**src/hdl/rlsf_pkg.sv**
```systemverilog
package rlsf_pkg;

  localparam int DefaultMaxRows = 256;
  localparam int DefaultMaxCols = 256;

  localparam int LabelW   = 32;
  localparam int CoordW   = 8;
  localparam int CfgIdxW  = 2;
  localparam int CfgDataW = 9;

  localparam logic [1:0] CMD_LOAD = 2'd0;
  localparam logic [1:0] CMD_RUN  = 2'd1;
  localparam logic [1:0] CMD_READ = 2'd2;

  localparam logic KIND_DONE = 1'b0;
  localparam logic KIND_READ = 1'b1;

  localparam logic [CfgIdxW-1:0] REG_PASS_COUNT = 2'd0;
  localparam logic [CfgIdxW-1:0] REG_ROWS       = 2'd1;
  localparam logic [CfgIdxW-1:0] REG_COLS       = 2'd2;

  localparam logic [7:0] PassCountReset = 8'd1;
  localparam logic [8:0] RowsReset      = 9'd256;
  localparam logic [8:0] ColsReset      = 9'd256;

  typedef struct packed {
    logic [1:0]               command;
    logic [CoordW-1:0]        cell_row;
    logic [CoordW-1:0]        cell_col;
    logic signed [LabelW-1:0] link_label;
    logic                     ridge_flag;
  } in_item_t;

  typedef struct packed {
    logic                     result_kind;
    logic signed [LabelW-1:0] cell_label;
  } out_item_t;

  typedef struct packed {
    logic [7:0] pass_count;
    logic [8:0] rows_in_use;
    logic [8:0] cols_in_use;
  } cfg_t;

  typedef struct packed {
    logic                     ridge;
    logic signed [LabelW-1:0] label;
  } cell_word_t;

  typedef enum logic [2:0] {
    MEM_NONE       = 3'd0,
    MEM_LOAD       = 3'd1,
    MEM_READ_IN    = 3'd2,
    MEM_READ_HERE  = 3'd3,
    MEM_READ_VERT  = 3'd4,
    MEM_READ_HORZ  = 3'd5,
    MEM_WRITE_CELL = 3'd6
  } mem_op_e;

  typedef struct packed {
    mem_op_e mem_op;
    logic    run_start;
    logic    sweep_start;
    logic    cell_advance;
    logic    dir_next;
    logic    out_load_read;
    logic    out_load_done;
  } dp_cmd_t;

  typedef struct packed {
    logic pass_zero;
    logic sweep_empty;
    logic last_cell;
    logic out_free;
  } dp_status_t;

endpackage

```
**src/hdl/rlsf_ctrl.sv**
```systemverilog
module rlsf_ctrl (
  input  logic                   clk_i,
  input  logic                   rst_ni,
  input  logic                   in_valid_i,
  input  logic [1:0]             in_command_i,
  input  rlsf_pkg::dp_status_t   status_i,
  output logic                   in_ready_o,
  output rlsf_pkg::dp_cmd_t      cmd_o
);

  typedef enum logic [7:0] {
    S_IDLE   = 8'b0000_0001,
    S_RDATA  = 8'b0000_0010,
    S_SWEEP  = 8'b0000_0100,
    S_HERE   = 8'b0000_1000,
    S_VERT   = 8'b0001_0000,
    S_HORZ   = 8'b0010_0000,
    S_WRITE  = 8'b0100_0000,
    S_FINISH = 8'b1000_0000
  } state_e;

  state_e state_q, state_d;
  logic   accept;

  assign in_ready_o = (state_q == S_IDLE);
  assign accept     = in_valid_i && in_ready_o;

  always_comb begin
    state_d = state_q;
    cmd_o   = '0;
    cmd_o.mem_op = rlsf_pkg::MEM_NONE;
    unique case (state_q)
      S_IDLE: begin
        if (accept) begin
          priority if (in_command_i == rlsf_pkg::CMD_LOAD) begin
            cmd_o.mem_op = rlsf_pkg::MEM_LOAD;
          end else if (in_command_i == rlsf_pkg::CMD_READ) begin
            cmd_o.mem_op = rlsf_pkg::MEM_READ_IN;
            state_d      = S_RDATA;
          end else if (in_command_i == rlsf_pkg::CMD_RUN) begin
            cmd_o.run_start = 1'b1;
            state_d         = S_SWEEP;
          end else begin
            state_d = S_IDLE;
          end
        end
      end
      S_RDATA: begin
        if (status_i.out_free) begin
          cmd_o.out_load_read = 1'b1;
          state_d             = S_IDLE;
        end
      end
      S_SWEEP: begin
        priority if (status_i.pass_zero) begin
          state_d = S_FINISH;
        end else if (status_i.sweep_empty) begin
          cmd_o.dir_next = 1'b1;
        end else begin
          cmd_o.sweep_start = 1'b1;
          state_d           = S_HERE;
        end
      end
      S_HERE: begin
        cmd_o.mem_op = rlsf_pkg::MEM_READ_HERE;
        state_d      = S_VERT;
      end
      S_VERT: begin
        cmd_o.mem_op = rlsf_pkg::MEM_READ_VERT;
        state_d      = S_HORZ;
      end
      S_HORZ: begin
        cmd_o.mem_op = rlsf_pkg::MEM_READ_HORZ;
        state_d      = S_WRITE;
      end
      S_WRITE: begin
        cmd_o.mem_op = rlsf_pkg::MEM_WRITE_CELL;
        if (status_i.last_cell) begin
          cmd_o.dir_next = 1'b1;
          state_d        = S_SWEEP;
        end else begin
          cmd_o.cell_advance = 1'b1;
          state_d            = S_HERE;
        end
      end
      S_FINISH: begin
        if (status_i.out_free) begin
          cmd_o.out_load_done = 1'b1;
          state_d             = S_IDLE;
        end
      end
      default: begin
        state_d = S_IDLE;
      end
    endcase
  end

  always_ff @(posedge clk_i or negedge rst_ni) begin
    if (!rst_ni) begin
      state_q <= S_IDLE;
    end else begin
      state_q <= state_d;
    end
  end

endmodule

```
**config.mk**
```make
export PLATFORM = sky130hd
export DESIGN_NAME = rlsf_ctrl
export DESIGN_NICKNAME = d
export VERILOG_FILES = /design/src/hdl/rlsf_pkg.sv /design/src/hdl/rlsf_ctrl.sv
export SDC_FILE = /design/constraint.sdc
export NUM_CORES = 1
export LEC_CHECK = 0
export ABC_AREA = 1
export BUFFER_PORTS_ARGS = -buffer_cell sky130_fd_sc_hd__buf_2
export CAP_MARGIN = 40
export CORE_MARGIN = 3
export CORE_UTILIZATION = 33
export DETAILED_ROUTE_END_ITERATION = 12
export PLACE_DENSITY_LB_ADDON = 0.1
export SYNTH_ARGS = -nofsm -noshare
export SYNTH_HDL_FRONTEND = slang
export SYNTH_SLANG_ARGS = --single-unit
```
**constraint.sdc**
```tcl
create_clock -name clk_i -period 1.8 [get_ports clk_i]
set_input_delay 0 -clock clk_i [delete_from_list [all_inputs] [get_ports clk_i]]
set_output_delay 0 -clock clk_i [all_outputs]
set_load 0.05 [all_outputs]
```
==> flow_summary.toml, run 1 <==
[outcome]
status = "finished clean"

[power_and_ir_drop]
ir_drop_v = 0.000600
p_per_area_mw_per_mm2 = 1140
power.switching_uw = 487
intPower_uw = 478
p_seq_frac = 0.261
p_comb_frac = 0.593
netSwitchingFraction = 0.505
p_clk_frac = 0.146
power.leakage_nw = 0.515

[global_route]
antenna_found_initial = 0
grt_max_degree = 10
grtUsageTotal = 0.124
grt_overflow = 0
grt_pass1_wl_um = 2390
grt_pass1_vias = 600

[sta]
relSlewSlack = 0.825
hold_violations = 0
post-route-period-util = 0.901
rsz0062_at_grt = "false"
setup_viol = 0
fin_skew_ps = 4.07
setup_tns_ps = 0
finalMaxSlewViolations = 0
fin_crit_ps = 1620
tightest_slew_ps = 262
fmax_ghz = 0.617

[critical_path]
cp_max_fo = 4
path_cells = "nor2_1 > nand2_1 > nor2_1 > nor2_1 > nand2_1 > buf_2"
crit_path_end_kind = "primary output"
worst-path-buf-inv = 1
cp_slowest_cell = "dfrtp_1"
crit_top_cell = "nor2_1"
critPathTopFamily = "simple AND/OR/NAND/NOR gates"
cp.required_ps = 1800
startpoint_type = "register"
cp_slowest_stage_delay_ps = 410
cp.arrival_ps = 1620
critPathKind = "register to primary output"

[floorplanning]
fp.dieArea_mm2 = 0.00263
start_util = 0.371
row_count = 15
die_h_um = 51.3
core_mm2 = 0.00182
fp.dieW_um = 51.3
pin_count = 19

[clock_network]
htreeDepth = 1
clkLatencyLatePin_ps = 250
cts_buffers = 3
cts_tree = "done"
clockRootBuffer = "clkbuf_4"
cts_buffer_depth = 2
post_cts_buffers = 0
cts_sinks = 8
clk_pin_slew_ps = 50

[layout]
fin_nets = 138
fin_area_um2 = 843
diodes = 0
area_growth_syn_to_layout_pct = 24.8
largest_reg_flops = 8
drive_gt1_frac = 0.293
top_register = "state_q"
largestRegisters = "state_q (8)"

[routing]
via_count = 639
vias_per_cell = 4.32
drt.antenna.violating_nets = 0
drtPass1Iterations = 4
drt_iter0_drc = 11
wire_per_inst_um = 9.43
drc_errors = 0
wl_um = 1400

[yosys]
yosysWarnings = 0
synth.distinct_cells = 17
yosys_register_bits = 8
synth-seq-area-share = 0.298
syn_area_um2 = 676
syn_inst = 99
synth_area_per_cell_um2 = 6.82
synth_nets = 113

[min_path]
min_path_type = "primary input to register"

[placement]
hpwlAfterDp_um = 1190
postPlaceCellArea_um2 = 797
gp_congestion = 0.792
io_buffer_count = 18

[flow_run]
drv_cap = 0
[metal layers]
layer	global-route usage	up-vias	wire, µm
met2	0.197	20	627
met4	0.0786	0	36
li1	-	346	-
met5	0	-	0
met1	0.150	269	653
met3	0.0262	4	78
[area by class of cell]
cell class | instances | area (µm²)
Multi-Input combinational cell | 74 | 410
Timing Repair Buffer | 20 | 110
Clock buffer | 4 | 26.3
Sequential cell | 8 | 201
Fill cell | 196 | 977
Tap cell | 25 | 31.3
Inverter | 17 | 63.8
[synthesized netlist by cell type]
| library cell | n | area [µm²] |
|---|---|---|
| nand2_1 | 32 | 120 |
| inv_1 | 16 | 60.1 |
| nor2_1 | 15 | 56.3 |
| dfrtp_1 | 7 | 175 |
| nand3_1 | 6 | 30.0 |
| ha_1 | 5 | 62.6 |
| nor2_2 | 5 | 31.3 |
| nor2_4 | 3 | 33.8 |
| nand3_2 | 2 | 20.0 |
| a21oi_1 | 1 | 5.00 |
| and3_1 | 1 | 6.26 |
| dfstp_2 | 1 | 26.3 |
| inv_2 | 1 | 3.75 |
| nand2_4 | 1 | 11.3 |
| nor2_8 | 1 | 20.0 |
| o21ai_1 | 1 | 5.00 |
| o21ai_2 | 1 | 8.76 |
[tightest hold or removal path, delay by kind of cell]
kind / cells / cell delay (ps)
simple gates: 1 / 40
buf+inv: 2 / 130
compound gates: 1 / 60
[metrics by stage]
| step | std cells | power [mW] | hold slack [ps] | setup WS [ps] | utilization |
|---|---|---|---|---|---|
| 2_1_floorplan | 99 | 0.719 | -296 | 269 | - |
| 6_report | 148 | 0.964 | 31.3 | 178 | 0.463 |
| 5_1_grt | 148 | 1.07 | 34.8 | 4.54 | 0.463 |
| 3_3_place_gp | 142 | 0.830 | -153 | 424 | 0.438 |
| 3_5_place_dp | 142 | 0.828 | -153 | 433 | 0.438 |
| 4_1_cts | 148 | 0.981 | 23.8 | 162 | 0.463 |
[final timing paths]
| check | from | endpoint | slack, ps | cells after the start |
|---|---|---|---|---|
| worst max register to register | state_q[0]$_DFFE_PN1P_ | state_q[2]$_DFFE_PN0P_ | 430 | 9 |
| worst max-delay path | state_q[3]$_DFFE_PN0P_ | cmd_o[8] | 180 | 6 |
| worst min register to register | state_q[1]$_DFFE_PN0P_ | state_q[1]$_DFFE_PN0P_ | 570 | 2 |
| max in group asynchronous | rst_ni | state_q[0]$_DFFE_PN1P_ | 1450 | 2 |
| min in group asynchronous | rst_ni | state_q[7]$_DFFE_PN0P_ | 120 | 2 |
| worst min-delay path | status_i[1] | state_q[3]$_DFFE_PN0P_ | 30 | 4 |
[power groups by stage]
stage / combinational, mW / sequential [mW] / clock [mW]
2_1_floorplan: 0.471 / 0.248 / 0
3_3_place_gp: 0.576 / 0.255 / 0
3_5_place_dp: 0.574 / 0.254 / 0
4_1_cts: 0.581 / 0.251 / 0.149
5_1_grt: 0.645 / 0.257 / 0.170
6_report: 0.572 / 0.251 / 0.141
[cells in the final DEF, fill, tap and decap left out]
cell and count:
nor2_4 3, nor2_8 1, a21oi_1 1, nand2_1 32, clkbuf_1 1, nand3_1 6, dfstp_2 1, o21ai_2 1
nand2_4 1, dlygate4sd3_1 2, ha_1 5, and3_1 1, nor2_1 15, dfrtp_1 7, o21ai_1 1, nor2_2 5
buf_2 18, inv_1 16, inv_2 1, nand3_2 2, clkbuf_4 3
[repair_timing]
item	CTS	global route
gates resized for setup	0	0
endpoints found under the hold margin	9	0
hold buffers	2	0
[logic make-up after synthesis]
| group | after synthesis | share of synthesized area |
|---|---|---|
| buf+inv | 17 | 0.0944 |
| compound gates | 3 | 0.0278 |
| simple gates | 66 | 0.487 |
| fa+ha+maj | 5 | 0.0926 |
| flops | 8 | 0.298 |
No activity file was read; power rests on OpenSTA's default activity.
==> run 2: changes to the inputs <==
- ABC_AREA: 1 -> not set
==> run 2 against run 1 <==
Compared with the run above:
- wire length grew 10%
- sequential share of layout area shrank 0.87 points
- largest cell class unchanged
- largest power group is now sequential cells
- clock power grew 5%
- synthesized cell count shrank 32%
- clock skew grew 11 ps
- critical path type unchanged
- hold slack lost 8.4 ps
==> flow_summary.toml, run 2 <==
[outcome]
status = "finished clean"

[routing]
drt_iter0_drc = 14
drc_errors = 0
wl_um = 1540
wire_per_inst_um = 13.0
drtPass1Iterations = 4
vias_per_cell = 5.20
via_count = 614
drt.antenna.violating_nets = 0

[yosys]
async_flop_share = 1.00
synth.distinct_cells = 36
syn_area_um2 = 623
synthTopCellsByCount = "7 x dfrtp_1, 5 x ha_1, 5 x nor2_1, 4 x inv_1, 4 x nor2b_1"
synth-seq-area-share = 0.323
synth_area_per_cell_um2 = 9.30
yosysTopAreaCellShare = 0.281
yosys_register_bits = 8
yosysTopAreaCell = "dfrtp_1"
synthFlopType = "dfrtp_1"
synthTopCellsByArea = "dfrtp_1 28%, ha_1 10%, dfstp_2 4.2%"
yosysWarnings = 0
post-synth-top-count-cell = "dfrtp_1"
synth_edf_count = 0
synth_nets = 81
syn_inst = 67

[sta]
fin_skew_ps = 14.8
tightest_slew_ps = 386
relSlewSlack = 0.741
fin_crit_ps = 1710
post-route-period-util = 0.952
hold_violations = 0
setup_viol = 0
finalMaxSlewViolations = 0
holdWs_ps = 22.9
fmax_ghz = 0.584

[layout]
layout_common_cells = "12 x buf_2, 10 x buf_4, 5 x ha_1"
top_register = "state_q"
largestRegisters = "state_q (8)"
largest_reg_flops = 8
utilization = 0.514
final_common_cell = "buf_2"
diodes = 0
fin_nets = 108
fillers = 176
area_growth_syn_to_layout_pct = 44.0
drive_gt1_frac = 0.505

[critical_path]
cp.arrival_ps = 1710
reg2reg_slack_ps = 300
cp.required_ps = 1800
crit_path_end_kind = "primary output"
startpoint_type = "register"
critPathKind = "register to primary output"
cp_max_fo = 6

[global_route]
grtUsageTotal = 0.129
grt_overflow = 0
grt_max_degree = 9
antenna_found_initial = 0
grt_pass1_vias = 554
grt_pass1_wl_um = 2440

[clock_network]
htreeDepth = 1
clk_pin_slew_ps = 60
cts_buffer_depth = 2
clkLatencyLatePin_ps = 260
cts_tree = "done"
clockRootBuffer = "clkbuf_4"
cts_sinks = 8
cts_buffers = 3

[floorplanning]
start_util = 0.357
core_mm2 = 0.00175
fp.dieArea_mm2 = 0.00245
row_count = 15
fp.dieW_um = 49.5
die_h_um = 49.5
pin_count = 19

[power_and_ir_drop]
ir_drop_v = 0.000267
power.leakage_nw = 0.426
p_per_area_mw_per_mm2 = 569
power_uw = 511

[placement]
hpwlAfterDp_um = 1130
io_buffer_count = 18
gp_congestion = 0.825

[min_path]
min_path_type = "primary input to register"

[flow_run]
drv_cap = 0
-- run 2: cells by family after synthesis --
family	after synthesis	synth area share
adder cells (fa/ha/maj)	5	0.100
AND/OR/NAND/NOR	34	0.345
AO/OA/AOI/OAI	11	0.137
flip-flops	8	0.323
buffers and inverters	7	0.0662
XOR/XNOR	2	0.0281
-- run 2: path summary, 6_finish.rpt --
path / from / end / depth (start not counted)
setup / recovery: state_q[5]$_DFFE_PN0P_ / cmd_o[3] / 5
hold / removal: status_i[3] / state_q[7]$_DFFE_PN0P_ / 2
setup reg to reg: state_q[3]$_DFFE_PN0P_ / state_q[0]$_DFFE_PN1P_ / 5
hold reg to reg: state_q[5]$_DFFE_PN0P_ / state_q[5]$_DFFE_PN0P_ / 1
max in group asynchronous: rst_ni / state_q[0]$_DFFE_PN1P_ / 2
min in group asynchronous: rst_ni / state_q[2]$_DFFE_PN0P_ / 2
-- run 2: area by class of cell --
cell class,instances,area [µm²],area share
inverter,4,15.0,0.0167
timing repair buffer,25,168,0.187
tap,25,31.3,0.0349
multi-input combinational,52,450,0.502
sequential,8,206,0.230
clock buffer,4,26.3,0.0293
-- run 2: worst max-delay path: stages (launching register included) --
cell and delay [ps]:
dfrtp_1 410, nor4_2 280, buf_4 180, and4_4 250
and2b_1 160, buf_6 170
-- run 2: metal layers --
metal | global-route usage | share of wire | wire length [µm] | vias to the layer above
met5 | 0 | 0 | 0 | -
met4 | 0.0691 | 0.0091 | 14 | 0
met3 | 0.0332 | 0.056 | 86 | 2
met2 | 0.210 | 0.50 | 765 | 19
met1 | 0.156 | 0.44 | 671 | 298
li1 | - | - | - | 295
-- run 2: power breakdown --
group / internal (mW) / switching (mW) / total [mW] / leakage [nW]
logic: 0.0694 / 0.0923 / 0.162 / 0.310
clock network: 0.0849 / 0.0629 / 0.148 / 0.0150
registers: 0.189 / 0.0123 / 0.202 / 0.101
-- run 2: metrics by stage --
stage	std cells	instance area, µm²	worst slack, ps	setup TNS [ps]
after detailed placement	110	773	133	0
after CTS	115	827	-9.15	-11.8
final	118	897	87.2	0
after global routing	118	897	-20.9	-28.8
after floorplan	67	656	-134	-233
after global placement	110	773	147	0
-- run 2: what timing repair did --
action | in CTS | in global routing
setup endpoints to repair | 6 | 8
hold endpoints to repair | 8 | 0
buffers inserted | 0 | 3
pin swaps | 0 | 3
hold buffers | 1 | 0
resized for setup | 6 | 20
==> run 3: changes to the inputs <==
--- a/config.mk
+++ b/config.mk
@@ -11,4 +11,5 @@
 export CORE_UTILIZATION = 33
 export DETAILED_ROUTE_END_ITERATION = 12
+export HOLD_SLACK_MARGIN = 0.06
 export PLACE_DENSITY_LB_ADDON = 0.1
 export SYNTH_ARGS = -nofsm -noshare
==> constraint.sdc (replaced) <==
create_clock -name clk_i -period 1.8 [get_ports clk_i]
set_input_delay 0.27 -clock clk_i [delete_from_list [all_inputs] [get_ports clk_i]]
set_output_delay 0.27 -clock clk_i [all_outputs]
set_load 0.05 [all_outputs]
==> run 3 against run 2 <==
Compared with the run above:
- the run now ends with negative setup slack left
- critical path depth decreased by 1
- register-to-register slack got worse by 110 ps
- hold slack improved by 250 ps
- total power grew 11%
- first-iteration DRC count down 86%
- clock power about the same
- sequential power hardly changed
- via count is 0.81% higher
- global-route usage rose by 2.6 points
- critical endpoint unchanged
- largest cell class unchanged
- largest power group is now combinational logic
==> flow_summary.toml, run 3 (same netlist as run 2, synthesis figures left out) <==
[placement]
postPlaceCellArea_um2 = 870
io_buffer_count = 18
hpwlAfterDp_um = 1240
gp_congestion = 0.822

[floorplanning]
start_util = 0.357
row_count = 15
core_mm2 = 0.00175
pin_count = 19
fp.dieW_um = 49.5
fp.dieArea_mm2 = 0.00245
die_h_um = 49.5

[routing]
wire_per_inst_um = 12.5
drc_errors = 0
routed.top_layer = "met4"
via_count = 619
drtPass1Iterations = 2
vias_per_cell = 4.84
drt.antenna.violating_nets = 0
drt_iter0_drc = 2
met3_length_um = 35
routed-wl-met2_um = 819
wl_met1_um = 702
wl_um = 1600

[power_and_ir_drop]
p_clk_frac = 0.262
ir_drop_v = 0.000374
power.leakage_nw = 0.486
p_comb_frac = 0.383
p_seq_frac = 0.354
power_uw = 565
intPower_uw = 385
p_per_area_mw_per_mm2 = 523
netSwitchingFraction = 0.319
power.switching_uw = 180

[clock_network]
htreeDepth = 1
clkLatencyLatePin_ps = 260
cts_sinks = 8
clk_pin_slew_ps = 60
clockRootBuffer = "clkbuf_4"
cts_tree = "done"
cts_buffer_depth = 2
cts_buffers = 3

[outcome]
violations = "negative setup slack"
status = "finished with violations"

[min_path]
min_from = "status_i[3]"
hold_depth = 2
min_path_type = "primary input to register"

[sta]
fin_skew_ps = 10.8
rsz0062_at_grt = "true"
fin_crit_ps = 2000
relSlewSlack = 0.651
hold_violations = 0
finalMaxSlewViolations = 0
setup_slack_ps = -203
setup_viol = 9
fmax_ghz = 0.499
post-route-period-util = 1.11
tightest_slew_ps = 518

[global_route]
antenna_found_initial = 0
grt_pass1_wl_um = 2840
grtUsageTotal = 0.155
grt_pass1_vias = 684
grt_overflow = 0
grt_max_degree = 9

[critical_path]
cp.required_ps = 1530
critPathTopFamily = "simple AND/OR/NAND/NOR gates"
cp_slowest_stage_delay_ps = 420
worst-path-buf-inv = 1
path_cells = "nor4_4 > and4_4 > and2b_2 > buf_8"
cp_max_fo = 4
path_depth = 4
startpoint_type = "register"
crit_path_end_kind = "primary output"
cp.arrival_ps = 1730
critPathKind = "register to primary output"
reg2reg_from = "state_q[7]$_DFFE_PN0P_"
startpoint = "state_q[5]$_DFFE_PN0P_"
reg2regPathDepth = 5
cp_slowest_cell = "dfrtp_1"

[layout]
drive_gt1_frac = 0.602
final_common_cell = "buf_4"
fin_area_mm2 = 0.00108
area_growth_syn_to_layout_pct = 73.5
utilization = 0.619
largest_reg_flops = 8
seqCellArea_um2 = 208
largestRegisters = "state_q (8)"
fillers = 157
multi_input_area_um2 = 492
top_register = "state_q"
layout_common_cells = "13 x buf_4, 9 x buf_6, 8 x buf_2, 5 x ha_1, 5 x dfrtp_2"
fin_nets = 118
diodes = 0

[flow_run]
drv_cap = 0
## run 3: cell types whose count changed in the layout (fill, tap and decap cells not counted), moves of 2 or more
| cell | change |
|---|---|
| buf_2 | -4 |
| buf_4 | +3 |
| buf_6 | +7 |
| buf_8 | +4 |
| nor4_2 | -2 |
| nor4_4 | +2 |
| o21ai_0 | -2 |
| o21ai_2 | +2 |
## run 3: area by class of cell
cell class | instances | area share
Inverter | 4 | 0.0139
Tap cell | 25 | 0.0289
Timing Repair Buffer | 35 | 0.286
Multi-Input combinational cell | 52 | 0.455
Sequential cell | 8 | 0.192
Clock buffer | 4 | 0.0243
## run 3: what timing repair did
action / in CTS / in global routing
setup endpoints to repair: 10 / 11
endpoints found under the hold margin: 7 / 0
hold buffers: 1 / 0
resized for setup: 37 / 10
pin swaps: 9 / 5
setup buffers: 3 / 1
## run 3: through the flow
step	hold slack [ps]	std cells	setup slack [ps]	TNS (ps)
4_1_cts	261	127	-211	-1380
3_3_place_gp	121	119	-99.3	-557
3_5_place_dp	120	119	-109	-617
5_1_grt	269	128	-290	-2130
6_report	276	128	-203	-1250
2_1_floorplan	-25.6	67	-154	-247
## run 3: final timing paths
check,endpoint,slack [ps]
min in group asynchronous,state_q[5]$_DFFE_PN0P_,370
hold reg to reg,state_q[5]$_DFFE_PN0P_,620
hold / removal,state_q[7]$_DFFE_PN0P_,280
max in group asynchronous,state_q[0]$_DFFE_PN1P_,1180
setup / recovery,cmd_o[3],-200
setup reg to reg,state_q[7]$_DFFE_PN0P_,190
## run 3: power by group through the flow
stage | Sequential, mW | Clock, mW | Combinational (mW)
after floorplan | 0.197 | 0 | 0.122
after global placement | 0.199 | 0 | 0.174
after detailed placement | 0.200 | 0 | 0.173
after CTS | 0.198 | 0.157 | 0.213
after global routing | 0.202 | 0.168 | 0.233
final | 0.200 | 0.148 | 0.217
## run 3: routing by layer
layer,GRT usage,up-vias
li1,-,316
met1,0.184,286
met2,0.257,13
met3,0.0302,4
met4,0.0968,0
met5,0,-
## run 3: worst register-to-register path, cell delays in order (launching register included)
cell and delay (ps):
dfrtp_2 450, buf_4 170, xnor2_1 120, nor4_1 400, o21a_1 270, a22o_1 140
